$ cat src/rtl/pmpc_pkg.sv
// pmpc_pkg: shared types and constants for the ps/2 mouse packet cursor
// header bit positions, byte phase encoding, register indexes and reset sizes
// no dependencies
package pmpc_pkg;

  // configuration register file
  localparam int unsigned CfgIdxW  = 2;
  localparam int unsigned SizeW    = 13;

  localparam logic [CfgIdxW-1:0] CFG_SCREEN_WIDTH  = 2'd0;
  localparam logic [CfgIdxW-1:0] CFG_SCREEN_HEIGHT = 2'd1;

  localparam logic [SizeW-1:0] SCREEN_WIDTH_RST  = 13'd640;
  localparam logic [SizeW-1:0] SCREEN_HEIGHT_RST = 13'd480;

  // packet header bit positions
  localparam int unsigned HdrLeftBit  = 0;
  localparam int unsigned HdrSyncBit  = 3;
  localparam int unsigned HdrXSignBit = 4;
  localparam int unsigned HdrYSignBit = 5;
  localparam int unsigned HdrXOvflBit = 6;
  localparam int unsigned HdrYOvflBit = 7;

  // signed motion delta, wide enough for the negated 9-bit value
  localparam int unsigned DeltaW = 10;

  typedef enum logic [1:0] {
    PH_HEADER = 2'd0,
    PH_XBYTE  = 2'd1,
    PH_YBYTE  = 2'd2
  } phase_e;

endpackage

$ cat src/rtl/ps2_mouse_packet_cursor.sv
// ps2_mouse_packet_cursor: ps/2 mouse 3-byte packet decoder with clamped cursor
// single module, output register plus one skid entry on the result side
// depends on pmpc_pkg
//
// Takes one request per clock unless stalled: a controller byte plus a flag
// that marks it as mouse data; non-mouse bytes leave all state alone. Mouse
// bytes build the usual three-byte packet (header, x delta, y delta), and a
// header is taken only with bit 3 set so the decoder falls back into step after
// a lost byte. On the third byte the 9-bit deltas get their sign from header
// bits 4 and 5, both go to zero if either overflow bit is set, the left button
// follows header bit 0 and the cursor moves by +dx and -dy (top of screen is
// zero), clamped to 0..size-1. Every request yields exactly one result carrying
// the current cursor, the left button and a packet_done flag. Throughput is one
// request per cycle while in_stall_o is low; results go through a single result
// register. While a result waits on out_stall_i, one more request is taken into
// a skid entry, and only then does in_stall_o rise. Sizes of zero act as 1 and
// sizes above 2^COORD_BITS act as 2^COORD_BITS. Writing either size register
// recenters the cursor; write configuration only while no request is in flight.
module ps2_mouse_packet_cursor
  import pmpc_pkg::*;
#(
  parameter int unsigned COORD_BITS = 12
) (
  input  logic                  clk_i,
  input  logic                  rst_ni,
  // configuration write port
  input  logic                  cfg_we_i,
  input  logic [CfgIdxW-1:0]    cfg_index_i,
  input  logic [SizeW-1:0]      cfg_wdata_i,
  // byte request channel
  input  logic                  in_valid_i,
  output logic                  in_stall_o,
  input  logic [7:0]            data_byte_i,
  input  logic                  from_mouse_i,
  // result channel
  output logic                  out_valid_o,
  input  logic                  out_stall_i,
  output logic [COORD_BITS-1:0] cursor_x_o,
  output logic [COORD_BITS-1:0] cursor_y_o,
  output logic                  left_button_o,
  output logic                  packet_done_o
);

  // effective size needs COORD_BITS+1 bits to hold 2^COORD_BITS
  localparam int unsigned SzW   = (COORD_BITS + 1 > SizeW) ? COORD_BITS + 1 : SizeW;
  localparam int unsigned SumW  = COORD_BITS + 2;
  localparam int unsigned ResW  = 2 * COORD_BITS + 2;
  localparam int unsigned MaxSz = 1 << COORD_BITS;

  localparam int unsigned EffWRst = (int'(SCREEN_WIDTH_RST) > MaxSz) ? MaxSz
                                    : int'(SCREEN_WIDTH_RST);
  localparam int unsigned EffHRst = (int'(SCREEN_HEIGHT_RST) > MaxSz) ? MaxSz
                                    : int'(SCREEN_HEIGHT_RST);
  localparam logic [COORD_BITS-1:0] PosXRst = COORD_BITS'(EffWRst / 2);
  localparam logic [COORD_BITS-1:0] PosYRst = COORD_BITS'(EffHRst / 2);

  function automatic logic [SzW-1:0] eff_size(logic [SizeW-1:0] v);
    logic [SzW-1:0] ext;
    logic [SzW-1:0] max_sz;
    ext    = SzW'(v);
    max_sz = SzW'(1) << COORD_BITS;
    if (v == '0) begin
      eff_size = SzW'(1);
    end else if (ext > max_sz) begin
      eff_size = max_sz;
    end else begin
      eff_size = ext;
    end
  endfunction

  // pos + d, clamped to 0..lim
  function automatic logic [COORD_BITS-1:0] move_clamp(logic [COORD_BITS-1:0] pos,
                                                       logic signed [DeltaW-1:0] d,
                                                       logic [COORD_BITS-1:0] lim);
    logic signed [SumW-1:0] p;
    p = $signed({2'b00, pos}) + SumW'(d);
    if (p[SumW-1]) begin
      move_clamp = '0;
    end else if (p > $signed({2'b00, lim})) begin
      move_clamp = lim;
    end else begin
      move_clamp = p[COORD_BITS-1:0];
    end
  endfunction

  // configuration and decoder state
  logic [SizeW-1:0]      width_q, width_d;
  logic [SizeW-1:0]      height_q, height_d;
  phase_e                phase_q, phase_d;
  logic [7:0]            header_q, header_d;
  logic [7:0]            xbyte_q, xbyte_d;
  logic [COORD_BITS-1:0] pos_x_q, pos_x_d;
  logic [COORD_BITS-1:0] pos_y_q, pos_y_d;
  logic                  left_q, left_d;

  // result register and skid entry
  logic                  out_valid_q, out_valid_d;
  logic [ResW-1:0]       out_q, out_d;
  logic                  skid_valid_q, skid_valid_d;
  logic [ResW-1:0]       skid_q, skid_d;

  logic                  in_accept;
  logic                  out_take;
  logic                  done;
  logic [ResW-1:0]       result;
  logic [SzW-1:0]        eff_w, eff_h;
  logic [SzW-1:0]        eff_w_next, eff_h_next;
  logic signed [DeltaW-1:0] dx, dy;
  logic                  ovfl;

  assign in_stall_o = skid_valid_q;
  assign in_accept  = in_valid_i && !skid_valid_q;
  assign out_take   = out_valid_q && !out_stall_i;

  assign eff_w = eff_size(width_q);
  assign eff_h = eff_size(height_q);

  // deltas from the stored header and x byte, y byte straight from the input
  assign ovfl = header_q[HdrXOvflBit] | header_q[HdrYOvflBit];
  assign dx   = ovfl ? '0 : $signed({header_q[HdrXSignBit], header_q[HdrXSignBit], xbyte_q});
  assign dy   = ovfl ? '0 : $signed({header_q[HdrYSignBit], header_q[HdrYSignBit], data_byte_i});

  // decoder next state
  always_comb begin
    width_d  = width_q;
    height_d = height_q;
    phase_d  = phase_q;
    header_d = header_q;
    xbyte_d  = xbyte_q;
    pos_x_d  = pos_x_q;
    pos_y_d  = pos_y_q;
    left_d   = left_q;
    done     = 1'b0;

    if (in_accept && from_mouse_i) begin
      case (phase_q)
        PH_XBYTE: begin
          xbyte_d = data_byte_i;
          phase_d = PH_YBYTE;
        end
        PH_YBYTE: begin
          left_d  = header_q[HdrLeftBit];
          pos_x_d = move_clamp(pos_x_q, dx, COORD_BITS'(eff_w - SzW'(1)));
          pos_y_d = move_clamp(pos_y_q, -dy, COORD_BITS'(eff_h - SzW'(1)));
          phase_d = PH_HEADER;
          done    = 1'b1;
        end
        default: begin
          // header: only a byte with the sync bit starts a packet
          header_d = data_byte_i;
          phase_d  = data_byte_i[HdrSyncBit] ? PH_XBYTE : PH_HEADER;
        end
      endcase
    end

    // a size write recenters on the new effective sizes
    if (cfg_we_i && (cfg_index_i == CFG_SCREEN_WIDTH || cfg_index_i == CFG_SCREEN_HEIGHT)) begin
      if (cfg_index_i == CFG_SCREEN_WIDTH) begin
        width_d = cfg_wdata_i;
      end else begin
        height_d = cfg_wdata_i;
      end
      pos_x_d = COORD_BITS'(eff_w_next >> 1);
      pos_y_d = COORD_BITS'(eff_h_next >> 1);
    end
  end

  assign eff_w_next = eff_size((cfg_index_i == CFG_SCREEN_WIDTH) ? cfg_wdata_i : width_q);
  assign eff_h_next = eff_size((cfg_index_i == CFG_SCREEN_HEIGHT) ? cfg_wdata_i : height_q);

  // result as seen after this request: position, button, done flag
  assign result = {pos_x_d, pos_y_d, left_d, done};

  // output register with one skid entry
  always_comb begin
    out_valid_d  = out_valid_q;
    out_d        = out_q;
    skid_valid_d = skid_valid_q;
    skid_d       = skid_q;
    if (!out_valid_q || out_take) begin
      if (skid_valid_q) begin
        out_d        = skid_q;
        out_valid_d  = 1'b1;
        skid_valid_d = 1'b0;
      end else begin
        out_d       = result;
        out_valid_d = in_accept;
      end
    end else if (in_accept) begin
      skid_d       = result;
      skid_valid_d = 1'b1;
    end
  end

  always_ff @(posedge clk_i or negedge rst_ni) begin
    if (!rst_ni) begin
      width_q      <= SCREEN_WIDTH_RST;
      height_q     <= SCREEN_HEIGHT_RST;
      phase_q      <= PH_HEADER;
      header_q     <= '0;
      xbyte_q      <= '0;
      pos_x_q      <= PosXRst;
      pos_y_q      <= PosYRst;
      left_q       <= 1'b0;
      out_valid_q  <= 1'b0;
      skid_valid_q <= 1'b0;
    end else begin
      width_q      <= width_d;
      height_q     <= height_d;
      phase_q      <= phase_d;
      header_q     <= header_d;
      xbyte_q      <= xbyte_d;
      pos_x_q      <= pos_x_d;
      pos_y_q      <= pos_y_d;
      left_q       <= left_d;
      out_valid_q  <= out_valid_d;
      skid_valid_q <= skid_valid_d;
    end
  end

  // payload registers, no reset
  always_ff @(posedge clk_i) begin
    out_q  <= out_d;
    skid_q <= skid_d;
  end

  assign out_valid_o   = out_valid_q;
  assign cursor_x_o    = out_q[ResW-1 -: COORD_BITS];
  assign cursor_y_o    = out_q[2 +: COORD_BITS];
  assign left_button_o = out_q[1];
  assign packet_done_o = out_q[0];

`ifndef ASSERT_OFF
  a_skid_behind_out: assert property (@(posedge clk_i) disable iff (!rst_ni)
    skid_valid_q |-> out_valid_q)
    else $error("skid entry holds a result while output register is empty");

  a_pos_x_in_range: assert property (@(posedge clk_i) disable iff (!rst_ni)
    SzW'(pos_x_q) < eff_w)
    else $error("cursor x beyond screen width");

  a_pos_y_in_range: assert property (@(posedge clk_i) disable iff (!rst_ni)
    SzW'(pos_y_q) < eff_h)
    else $error("cursor y beyond screen height");

  a_xbyte_synced: assert property (@(posedge clk_i) disable iff (!rst_ni)
    (phase_q == PH_XBYTE) |-> header_q[HdrSyncBit])
    else $error("packet started from header without sync bit");

  a_packet_wraps: assert property (@(posedge clk_i) disable iff (!rst_ni)
    (in_accept && from_mouse_i && phase_q == PH_YBYTE) |=> (phase_q == PH_HEADER))
    else $error("byte phase did not return to header after third byte");
`endif

endmodule

$ cat config.mk
export PLATFORM = sky130hd
export DESIGN_NAME = ps2_mouse_packet_cursor
export DESIGN_NICKNAME = d
export VERILOG_FILES = /design/src/rtl/pmpc_pkg.sv /design/src/rtl/ps2_mouse_packet_cursor.sv
export SDC_FILE = /design/constraint.sdc
export NUM_CORES = 1
export LEC_CHECK = 0
export BUFFER_PORTS_ARGS = -buffer_cell sky130_fd_sc_hd__buf_2
export CAP_MARGIN = 30
export CORE_UTILIZATION = 48
export CTS_CLUSTER_DIAMETER = 50
export DETAILED_ROUTE_END_ITERATION = 8
export PLACE_DENSITY = 0.66
export RECOVER_POWER = 50
export SKIP_LAST_GASP = 1
export SYNTH_ARGS = -nofsm -noshare
export SYNTH_HDL_FRONTEND = slang
export SYNTH_SLANG_ARGS = --single-unit
$ cat constraint.sdc
create_clock -name clk_i -period 7.6 [get_ports clk_i]
set_input_delay 0.38 -clock clk_i [delete_from_list [all_inputs] [get_ports clk_i]]
set_output_delay 0.38 -clock clk_i [all_outputs]
set_load 0.05 [all_outputs]
==> reports/metrics.csv, run 1 <==
stage,metric,value,unit
status,status,finished with violations,
status,failing checks,"max-capacitance violations, max-slew violations",
cells_and_area,P&R area growth vs syn,12.8,%
yosys,Compound-Gate Fraction of Synth Area,21.9,%
timing,Least-Margin Pin Slew,3880,ps
floorplanning,die area,0.0181,mm²
yosys,Yosys Warn Count,0,
worst_setup_path,CP max stage cell,nor4_1,
power_and_ir_drop,Net Switching,1.75,mW
detailed_routing,drt total wl,23900,µm
floorplanning,Rows,48,
floorplanning,core area,0.0172,mm²
power_and_ir_drop,total power,3.95,mW
placed_design,DP Cell Count,1146,
floorplanning,starting density of the core,49.0,%
power_and_ir_drop,Clock power frac,22.4,%
yosys,Post-synth EDFFs,52,
cts,CTS Buf Count,17,
yosys,Post-Syn Nets,981,
yosys,Syn Inst Count,893,
worst_setup_path,arrival time worst endpoint,5600,ps
timing,Min Hold Slack,207,ps
timing,worst clock skew,7.58,ps
yosys,Synth cell types,77,
cells_and_area,"Core Util, Final",55.3,%
power_and_ir_drop,Worst IR Drop VDD,185,µV
cells_and_area,sequential cell area,0.00328,mm²
cts,H-tree levels,4,
timing,period utilization,71.5,%
detailed_routing,# DRC,0,
detailed_routing,WL/cell,20.2,µm
cells_and_area,"commonest non-fill, non-tap cell in the layout",nand2_1,
global_routing,vias in the first global route,6741,
yosys,Mapped Area,0.00844,mm²
cells_and_area,fraction of layout cells with a size suffix above 1,15.1,%
power_and_ir_drop,switching share of power,44.1,%
cts,Clock Latency Late Sink,430,ps
power_and_ir_drop,sequential power share,26.4,%
placed_design,DPL Wire Length,16900,µm
yosys,main combinational cell family by area after synthesis,compound AO/OA/AOI/OAI gates,
detailed_routing,routed vias,7264,
timing,final slew viol count,97,
power_and_ir_drop,power per cell area,415,mW/mm²
timing,Final setup viols,0,
yosys,Synth async-reset ratio,56.7,%
worst_setup_path,crit start category,flip-flop,
global_routing,initial antenna violation count,0,
timing,RSZ-0062 raised after global routing,no,
worst_setup_path,crit path buf inv count,1,
cells_and_area,Multi-input gate area,0.00488,mm²
cells_and_area,Antenna Cells,0,
yosys,sequential fraction of the synthesis area,38.8,%
worst_setup_path,critical-path cell list,or3_4 -> nor4_1 -> nand2_1 -> nand2b_1 -> nand2_1 -> ha_1 -> nand2_1 -> nor4_1 -> a211oi_1 -> inv_1 -> ha_1 -> nand2_1 -> a211o_1 -> a2111oi_0 -> o21ai_1 -> a32o_1 -> and3_4 -> a311oi_1 -> o31ai_1,
cells_and_area,Nets,1030,
worst_setup_path,cell family with most CP delay,compound AO/OA/AOI/OAI gates,
yosys,xor/xnor share of the synthesized area,3.53,%
detailed_routing,ANT nets after route,0,
timing,relative slew slack,-159,%
worst_setup_path,crit end category,flip-flop,
detailed_routing,Pre-Repair DR Iteration Count,5,
cts,clock root cell,clkbuf_16,
floorplanning,# IOs,57,
global_routing,first-pass GRT wire length,37300,µm
yosys,top_reg_cell synth,dfrtp_1,
yosys,Post-Synth Adder-Cell Area,8.92,%
worst_setup_path,Worst EP required,7760,ps
cells_and_area,Fillers,1541,
hold_path,Worst Hold Class,input port to flip-flop,
yosys,#FFs+latches synth,120,
worst_setup_path,CP peak stage delay,620,ps
timing,final hold violation count,0,
global_routing,largest net degree at the start of global routing,69,
worst_setup_path,worst-path maximum fanout,12,
cts,Max Root-Sink Buffers,2,
timing,post-layout min period,5440,ps
timing,worst setup margin,2160,ps
cells_and_area,Post-Layout Cell Count,1180,
timing,Max Clk Rate,184,MHz
placed_design,Placer Congestion,0.923,
cts,clk sinks,120,
detailed_routing,vias per inst,6.16,
worst_setup_path,most frequent CP cell,nand2_1,
yosys,simple-gate area share of the yosys netlist,16.3,%
yosys,Mean Syn Cell Area,9.45,µm²
global_routing,total grt overflow,0,
placed_design,pre-CTS setup slack,2110,ps
cells_and_area,Finished Cell Area,0.00952,mm²
timing,setup_tns,0,ps
placed_design,DP Area,0.00891,mm²
power_and_ir_drop,design internal power,2.21,mW
worst_setup_path,classification of the worst setup path,flip-flop to flip-flop,
power_and_ir_drop,P_leak,4.01,nW
global_routing,GRT Util Overall,27.3,%
cts,Clock Pin Slew Worst Setup and Hold Paths,60,ps
run,maxcap violations,2,
detailed_routing,Starting DRT DRC Count,658,
placed_design,IO Port Bufs,56,
yosys,mux contribution to synthesized area,7.00,%
floorplanning,DIE HEIGHT,135,µm
cts,CTS tree,done,
floorplanning,Die W,135,µm
power_and_ir_drop,Combinational Power Share,51.2,%
cells_and_area,most frequent cells in the layout,"nand2_1, nor2_1, o21ai_0",
-- per-layer routing --
layer  track usage [%]  up-vias  wire length (µm)
li1                  -     3451                 -
met1              41.6     3493             11800
met2              38.8      290              9880
met3              5.14       30              1760
met4              8.61        0               382
met5                 0        -                 0
-- tightest hold or removal path, delay by kind of cell --
family	cells	cell delay, ps
buffers and inverters	1	110
and+or+nand+nor	2	110
-- synth_stat cells, types with 14 or more instances --
library cell  number  share of area (%)
o21ai_0           62                3.7
a21o_1            19                1.7
xnor2_1           22                2.3
a21oi_1           49                2.9
a211oi_1          16                1.4
nand2_1           94                4.2
mux2i_1           14                1.7
a31oi_1           22                1.6
mux2_2            40                5.3
and2_1            19                1.4
dfrtp_1           56                 17
o21a_1            14                1.2
nor3_1            17                1.0
edfxtp_1          52                 18
ha_1              57                8.4
nand3_1           20                1.2
inv_1             29                1.3
nor2_1            67                3.0
a311oi_1          15                1.6
clkbuf_1          24                1.1
-- sequential cells by signal (all words and copies together), names as in the netlist, 5 cells and up --
| signal | count |
|---|---|
| out_q | 26 |
| skid_q | 26 |
| height_q | 13 |
| width_q | 13 |
| pos_x_q | 12 |
| pos_y_q | 12 |
| xbyte_q | 8 |
| header_q | 5 |
-- power groups by stage --
stage / registers (mW) / logic [mW] / clock network (mW)
after floorplan: 1.12 / 1.47 / 0
after global placement: 1.05 / 1.97 / 0
after detailed placement: 1.05 / 1.98 / 0
after CTS: 1.04 / 2.00 / 0.892
after global routing: 1.07 / 2.23 / 0.919
final: 1.04 / 2.02 / 0.886
-- worst paths after layout --
check                           slack [ps]                 endpoint                     from  cells past startpoint
worst max-delay path                  2160      out_q[10]$_DFFE_PN_  height_q[5]$_DFFE_PN1P_                     19
worst min-delay path                   210  out_valid_o$_DFFE_PN0N_               in_valid_i                      3
worst max register to register        2160      out_q[10]$_DFFE_PN_  height_q[5]$_DFFE_PN1P_                     19
worst min register to register         500         left_q$_DFF_PN0_         left_q$_DFF_PN0_                      2
max in group asynchronous             3260     pos_y_q[8]$_DFF_PN0_                   rst_ni                      4
min in group asynchronous              380     pos_x_q[9]$_DFF_PN0_                   rst_ni                      3
-- final cells by class --
| cell class | instances | area share (%) |
|---|---|---|
| multi-input cells | 705 | 51.2 |
| repair buffers | 68 | 3.52 |
| clock inverters | 14 | 2.08 |
| well taps | 225 | 2.96 |
| inverters | 30 | 1.18 |
| flip-flops and latches | 120 | 34.4 |
| clock buffers | 18 | 4.61 |
-- timing repair --
action	CTS	global route
resized for setup	0	0
endpoints found under the hold margin	0	1
setup buffers	0	0
hold buffers	0	1
-- cell families after synthesis --
family	Yosys count
DFF	120
and+or+nand+nor	286
AOI/OAI and AO/OA	272
xor gates and xnor gates	34
muxes	54
adders and majority gates	59
buffers and inverters	68
(Power assumes the default switching activity.)
==> inputs of run 2 (changes only) <==
==> constraint.sdc (replaced) <==
create_clock -name clk_i -period 5.4 [get_ports clk_i]
set_input_delay 0.27 -clock clk_i [delete_from_list [all_inputs] [get_ports clk_i]]
set_output_delay 0.27 -clock clk_i [all_outputs]
set_load 0.05 [all_outputs]
==> reports/metrics.csv, run 2 (same netlist as run 1, synthesis figures left out) <==
stage,metric,value,unit,change
timing,Least-Margin Pin Slew,3900,ps,was 3880 ps
worst_setup_path,classification of the worst setup path,flip-flop to flip-flop,,unchanged
cells_and_area,fraction of layout cells with a size suffix above 1,16.3,%,was 15.1%
detailed_routing,Pre-Repair DR Iteration Count,5,,unchanged
hold_path,Hold Path End,out_valid_o$_DFFE_PN0N_,,unchanged
detailed_routing,WL/cell,20.1,µm,was 20.2 µm
floorplanning,core area,0.0172,mm²,unchanged
power_and_ir_drop,P_leak,4.03,nW,was 4.01 nW
global_routing,first-pass GRT wire length,37900,µm,was 37300 µm
power_and_ir_drop,power per cell area,586,mW/mm²,was 415 mW/mm²
worst_setup_path,cell family with most CP delay,compound AO/OA/AOI/OAI gates,,unchanged
placed_design,IO Port Bufs,56,,unchanged
timing,setup_tns,0,ps,unchanged
cts,H-tree levels,4,,unchanged
timing,Max Clk Rate,197,MHz,was 184 MHz
cells_and_area,"commonest non-fill, non-tap cell in the layout",nand2_1,,unchanged
detailed_routing,# DRC,0,,unchanged
cells_and_area,P&R area growth vs syn,13.6,%,was 12.8%
worst_setup_path,crit path buf inv count,1,,unchanged
timing,final hold violation count,0,,unchanged
worst_setup_path,CP max stage cell,or3_4,,was nor4_1
worst_setup_path,most frequent CP cell,nand2_1,,unchanged
worst_setup_path,CP peak stage delay,430,ps,was 620 ps
status,status,finished with violations,,unchanged
worst_setup_path,start of the worst register-to-register path,height_q[5]$_DFFE_PN1P_,,unchanged
cells_and_area,most frequent cells in the layout,"nand2_1, nor2_1, o21ai_0",,unchanged
cts,CTS tree,done,,unchanged
timing,worst setup margin,322,ps,was 2160 ps
placed_design,Placer Congestion,0.909,,was 0.923
detailed_routing,WL met3,2000,µm,was 1760 µm
global_routing,largest net degree at the start of global routing,69,,unchanged
detailed_routing,ANT nets after route,0,,unchanged
global_routing,total grt overflow,0,,unchanged
power_and_ir_drop,Worst IR Drop VDD,295,µV,was 185 µV
floorplanning,Die W,135,µm,unchanged
global_routing,GRT Util Overall,27.6,%,was 27.3%
cts,clock root cell,clkbuf_16,,unchanged
detailed_routing,Highest Signal Layer,met4,,unchanged
hold_path,Worst Hold Class,input port to flip-flop,,unchanged
worst_setup_path,crit start category,flip-flop,,unchanged
cells_and_area,Fillers,1561,,was 1541
cells_and_area,Antenna Cells,0,,unchanged
worst_setup_path,critical-path cell list,or3_4 -> nor4_1 -> nand2_1 -> nand2b_1 -> nand2_1 -> ha_1 -> nand2_1 -> nor4_1 -> a211oi_1 -> inv_1 -> ha_1 -> nand2_1 -> a211o_1 -> a2111oi_2 -> o21ai_1 -> a32o_2 -> and3_4 -> a311oi_1 -> o31ai_1,,was or3_4 -> nor4_1 -> nand2_1 -> nand2b_1 -> nand2_1 -> ha_1 -> nand2_1 -> nor4_1 -> a211oi_1 -> inv_1 -> ha_1 -> nand2_1 -> a211o_1 -> a2111oi_0 -> o21ai_1 -> a32o_1 -> and3_4 -> a311oi_1 -> o31ai_1
placed_design,DPL Wire Length,17200,µm,was 16900 µm
detailed_routing,drt total wl,23800,µm,was 23900 µm
cells_and_area,sequential cell area,0.00328,mm²,unchanged
cts,clk sinks,120,,unchanged
status,failing checks,"max-capacitance violations, max-slew violations",,unchanged
timing,Final setup viols,0,,unchanged
timing,post-layout min period,5080,ps,was 5440 ps
worst_setup_path,Worst EP required,5560,ps,was 7760 ps
cts,CTS Buf Count,17,,unchanged
worst_setup_path,worst-path maximum fanout,12,,unchanged
timing,period utilization,94.0,%,was 71.5%
detailed_routing,Starting DRT DRC Count,684,,was 658
worst_setup_path,FF-to-FF path depth,19,,unchanged
floorplanning,DIE HEIGHT,135,µm,unchanged
floorplanning,starting density of the core,49.0,%,unchanged
hold_path,hold path depth,3,,unchanged
timing,relative slew slack,-160,%,was -159%
cts,post-CTS setup buffer count,0,,unchanged
cts,Max Root-Sink Buffers,2,,unchanged
power_and_ir_drop,total power,5.62,mW,was 3.95 mW
worst_setup_path,r2r endpoint,out_q[9]$_DFFE_PN_,,was out_q[10]$_DFFE_PN_
cells_and_area,top flop regs,"out_q x26, skid_q x26",,unchanged
floorplanning,Rows,48,,unchanged
hold_path,worst hold start,in_valid_i,,unchanged
placed_design,pre-CTS setup slack,35.6,ps,was 2110 ps
detailed_routing,vias per inst,6.13,,was 6.16
floorplanning,# IOs,57,,unchanged
cells_and_area,Multi-input gate area,0.00492,mm²,was 0.00488 mm²
worst_setup_path,crit end category,flip-flop,,unchanged
worst_setup_path,arrival time worst endpoint,5240,ps,was 5600 ps
detailed_routing,routed vias,7270,,was 7264
detailed_routing,met2 WL,9970,µm,was 9880 µm
floorplanning,die area,0.0181,mm²,unchanged
detailed_routing,M1 WL,11400,µm,was 11800 µm
run,maxcap violations,2,,unchanged
timing,worst clock skew,6.72,ps,was 7.58 ps
timing,Min Hold Slack,83.5,ps,was 207 ps
global_routing,vias in the first global route,6923,,was 6741
worst_setup_path,r2r setup slk,320,ps,was 2160 ps
cells_and_area,Nets,1036,,was 1030
cts,Clock Latency Late Sink,430,ps,about the same
cts,Clock Pin Slew Worst Setup and Hold Paths,60,ps,about the same
timing,final slew viol count,97,,unchanged
global_routing,initial antenna violation count,0,,unchanged
timing,RSZ-0062 raised after global routing,no,,unchanged
## run 2: cell types whose count changed in the layout (fill, tap and decap cells not counted), moves of 2 or more
cell       before  now
buf_4           7   14
clkinv_4        4    1
a2111oi_0       3    1
a2111oi_2       0    2
a311oi_1       15   13
a311oi_2        1    3
inv_6           2    4
## run 2: how the worst max path moves through the flow
stage                       startpoint                   end  slack (ps)  depth (start not counted)
2_1_floorplan  header_q[7]$_DFFE_PN0P_   out_q[12]$_DFFE_PN_         370                         22
3_3_place_gp            data_byte_i[3]  skid_q[13]$_DFFE_PP_         180                         18
3_5_place_dp            data_byte_i[3]  skid_q[13]$_DFFE_PP_          40                         18
4_1_cts        height_q[3]$_DFFE_PN0P_  skid_q[13]$_DFFE_PP_         110                         19
5_1_grt        height_q[5]$_DFFE_PN1P_   out_q[12]$_DFFE_PN_           6                         19
6_report       height_q[5]$_DFFE_PN1P_    out_q[9]$_DFFE_PN_         320                         19
## run 2: metrics by stage
step                      utilization, %  std cells  area [µm²]
after floorplan                        -        893        8440
after global placement              51.9       1152        8950
after detailed placement            51.9       1152        8950
after CTS                           55.6       1184        9580
after global routing                55.6       1186        9590
final                               55.6       1186        9590
## run 2: power by group
| part | switching, mW | leakage (nW) | internal [mW] |
|---|---|---|---|
| Clock | 0.447 | 0.298 | 0.776 |
| Sequential | 0.223 | 1.33 | 1.26 |
| Combinational | 1.82 | 2.41 | 1.10 |
## run 2: layer usage
metal	vias up	GRT usage, %
met5	-	0
met4	0	9.49
met3	32	7.43
met2	284	39.2
met1	3493	40.3
li1	3461	-
## run 2: layout make-up
cell class	instances	share of cell area [%]
clock inverters	14	2.05
flip-flops and latches	120	34.2
clock buffers	18	4.47
repair buffers	74	3.89
inverters	30	1.17
well taps	225	2.94
multi-input cells	705	51.3
## run 2: what timing repair did
action	4_1_cts	5_1_grt
hold buffers	0	1
hold endpoints to repair	0	2
endpoints found under the setup margin	0	36
gates resized for setup	0	10
## run 2: tightest hold or removal path: stages
cell and delay, ps:
buf_2 100, nor2_1 50, nand2_1 60
==> inputs of run 3 (changes only) <==
==> constraint.sdc (replaced) <==
create_clock -name clk_i -period 5.7 [get_ports clk_i]
set_input_delay 0.285 -clock clk_i [delete_from_list [all_inputs] [get_ports clk_i]]
set_output_delay 0.285 -clock clk_i [all_outputs]
set_load 0.05 [all_outputs]
==> reports/metrics.csv, run 3 (same netlist as run 1, synthesis figures left out) <==
stage,metric,value,unit,change
status,status,finished with violations,,unchanged
status,failing checks,"max-capacitance violations, max-slew violations",,unchanged
timing,Final setup viols,0,,unchanged
global_routing,largest net degree at the start of global routing,69,,unchanged
global_routing,grt peak-use layer,met1,,unchanged
detailed_routing,Pre-Repair DR Iteration Count,5,,unchanged
cells_and_area,Antenna Cells,0,,unchanged
cts,H-tree levels,4,,unchanged
power_and_ir_drop,Clock power frac,22.7,%,was 21.8%
cts,clock root cell,clkbuf_16,,unchanged
floorplanning,# IOs,57,,unchanged
detailed_routing,ANT nets after route,0,,unchanged
timing,relative slew slack,-167,%,was -160%
detailed_routing,routed vias,7318,,was 7270
timing,Max Clk Rate,191,MHz,was 197 MHz
cts,Max Root-Sink Buffers,2,,unchanged
timing,worst setup margin,458,ps,was 322 ps
detailed_routing,WL/cell,20.1,µm,about the same
floorplanning,starting density of the core,49.0,%,unchanged
placed_design,pre-CTS setup slack,366,ps,was 35.6 ps
cells_and_area,Fillers,1551,,was 1561
cells_and_area,"commonest non-fill, non-tap cell in the layout",nand2_1,,unchanged
floorplanning,Rows,48,,unchanged
cts,CTS Buf Count,17,,unchanged
floorplanning,core area,0.0172,mm²,unchanged
cts,Clock Latency Late Sink,440,ps,was 430 ps
global_routing,M2 GR Usage,40.0,%,was 39.2%
timing,RSZ-0062 raised after global routing,no,,unchanged
cells_and_area,most frequent cells in the layout,"nand2_1, nor2_1, o21ai_0",,unchanged
cells_and_area,"Core Util, Final",55.5,%,was 55.6%
timing,final slew viol count,126,,was 97
global_routing,first-pass GRT wire length,37800,µm,was 37900 µm
global_routing,initial antenna violation count,0,,unchanged
power_and_ir_drop,Combinational Power Share,50.9,%,was 51.9%
power_and_ir_drop,switching share of power,43.7,%,was 44.2%
hold_path,Worst Hold Class,input port to flip-flop,,unchanged
worst_setup_path,arrival time worst endpoint,5410,ps,was 5240 ps
worst_setup_path,crit start category,flip-flop,,unchanged
cells_and_area,P&R area growth vs syn,13.3,%,was 13.6%
worst_setup_path,start of the worst register-to-register path,height_q[2]$_DFFE_PN0P_,,was height_q[5]$_DFFE_PN1P_
global_routing,GRT Util Overall,27.8,%,was 27.6%
detailed_routing,vias per inst,6.17,,was 6.13
placed_design,IO Port Bufs,56,,unchanged
cts,CTS tree,done,,unchanged
worst_setup_path,crit end category,flip-flop,,unchanged
timing,final hold violation count,0,,unchanged
cts,Clock Pin Slew Worst Setup and Hold Paths,60,ps,about the same
cts,clk sinks,120,,unchanged
worst_setup_path,CP max stage cell,a2111oi_0,,was or3_4
detailed_routing,drt total wl,23900,µm,was 23800 µm
cells_and_area,Nets,1036,,unchanged
worst_setup_path,CP peak stage delay,530,ps,was 430 ps
worst_setup_path,critical-path cell list,or3_1 -> nor3_1 -> nand2_1 -> nand2b_1 -> nand2_1 -> ha_1 -> nand2_1 -> nor4_1 -> a211oi_1 -> inv_1 -> ha_1 -> nand2_1 -> a211o_1 -> a2111oi_0 -> o21ai_1 -> a32o_1 -> and3_4 -> a311oi_1 -> o31ai_1,,was or3_4 -> nor4_1 -> nand2_1 -> nand2b_1 -> nand2_1 -> ha_1 -> nand2_1 -> nor4_1 -> a211oi_1 -> inv_1 -> ha_1 -> nand2_1 -> a211o_1 -> a2111oi_2 -> o21ai_1 -> a32o_2 -> and3_4 -> a311oi_1 -> o31ai_1
worst_setup_path,Worst EP required,5870,ps,was 5560 ps
cts,post-CTS setup buffer count,0,,unchanged
worst_setup_path,worst-path maximum fanout,12,,unchanged
placed_design,DPL Wire Length,17000,µm,was 17200 µm
timing,Least-Margin Pin Slew,4000,ps,was 3900 ps
detailed_routing,Starting DRT DRC Count,565,,was 684
global_routing,GRT met3 Usage,5.59,%,was 7.43%
detailed_routing,# DRC,0,,unchanged
power_and_ir_drop,P_leak,4.04,nW,was 4.03 nW
worst_setup_path,most frequent CP cell,nand2_1,,unchanged
global_routing,total grt overflow,0,,unchanged
power_and_ir_drop,power per cell area,555,mW/mm²,was 586 mW/mm²
floorplanning,die area,0.0181,mm²,unchanged
placed_design,Placer Congestion,0.912,,was 0.909
floorplanning,DIE HEIGHT,135,µm,unchanged
timing,period utilization,92.0,%,was 94.0%
power_and_ir_drop,sequential power share,26.3,%,was 26.4%
worst_setup_path,Setup crit start,height_q[2]$_DFFE_PN0P_,,was height_q[5]$_DFFE_PN1P_
timing,Min Hold Slack,88.4,ps,was 83.5 ps
global_routing,vias in the first global route,6823,,was 6923
cells_and_area,fraction of layout cells with a size suffix above 1,15.2,%,was 16.3%
timing,worst clock skew,11.0,ps,was 6.72 ps
power_and_ir_drop,Worst IR Drop VDD,322,µV,was 295 µV
floorplanning,Die W,135,µm,unchanged
hold_path,worst hold start,in_valid_i,,unchanged
cells_and_area,top flop regs,"out_q x26, skid_q x26",,unchanged
power_and_ir_drop,Net Switching,2.32,mW,was 2.49 mW
timing,setup_tns,0,ps,unchanged
global_routing,GR met1 Demand/Resource,41.4,%,was 40.3%
timing,post-layout min period,5240,ps,was 5080 ps
worst_setup_path,classification of the worst setup path,flip-flop to flip-flop,,unchanged
power_and_ir_drop,design internal power,2.99,mW,was 3.14 mW
run,maxcap violations,3,,was 2
## run 3: path summary, 6_finish.rpt
| check | to | slack, ps | depth (start not counted) |
|---|---|---|---|
| setup reg to reg | out_q[7]$_DFFE_PN_ | 460 | 19 |
| min in group asynchronous | pos_x_q[9]$_DFF_PN0_ | 260 | 3 |
| hold / removal | out_valid_o$_DFFE_PN0N_ | 90 | 3 |
| max in group asynchronous | width_q[12]$_DFFE_PN0P_ | 1380 | 4 |
| hold reg to reg | left_q$_DFF_PN0_ | 490 | 2 |
| setup / recovery | out_q[7]$_DFFE_PN_ | 460 | 19 |
## run 3: through the flow
step                      power (mW)  instances  area [µm²]
after floorplan                 3.45        893        8440
after global placement          4.05       1151        8940
after detailed placement        4.06       1151        8940
after CTS                       5.30       1183        9590
after global routing            5.68       1186        9570
final                           5.31       1186        9570
## run 3: worst max-delay path: cells and delay by family, from the launching register on
family | cells | cell delay [ps]
AO/OA/AOI/OAI | 7 | 2120
adder cells (fa/ha/maj) | 2 | 580
AND/OR/NAND/NOR | 9 | 1700
buffers and inverters | 1 | 80
flip-flops | 1 | 470
## run 3: layer usage
| metal | part of all wire [%] | vias up | wire length, µm |
|---|---|---|---|
| li1 | - | 3456 | - |
| met1 | 49 | 3576 | 11800 |
| met2 | 42 | 257 | 10100 |
| met3 | 6.8 | 29 | 1610 |
| met4 | 1.6 | 0 | 393 |
| met5 | 0 | - | 0 |
## run 3: area by class of cell
| class | count | area (µm²) | share of cell area [%] |
|---|---|---|---|
| inverter | 30 | 113 | 1.18 |
| clock buffer | 18 | 429 | 4.49 |
| multi-input combinational | 705 | 4880 | 51.0 |
| timing repair buffer | 74 | 368 | 3.84 |
| tap | 225 | 282 | 2.94 |
| sequential | 120 | 3280 | 34.3 |
| clock inverter | 14 | 219 | 2.29 |
## run 3: power groups by stage
stage,Clock [mW],Sequential [mW],Combinational [mW]
floorplan,0,1.49,1.96
global placement,0,1.40,2.65
detailed placement,0,1.40,2.66
CTS,1.22,1.39,2.69
global route,1.26,1.43,3.00
finish,1.21,1.40,2.71
## run 3: repair_timing
item                      in CTS  in global routing
gates resized for setup        0                  0
hold endpoints to repair       0                  1
hold buffers                   0                  1
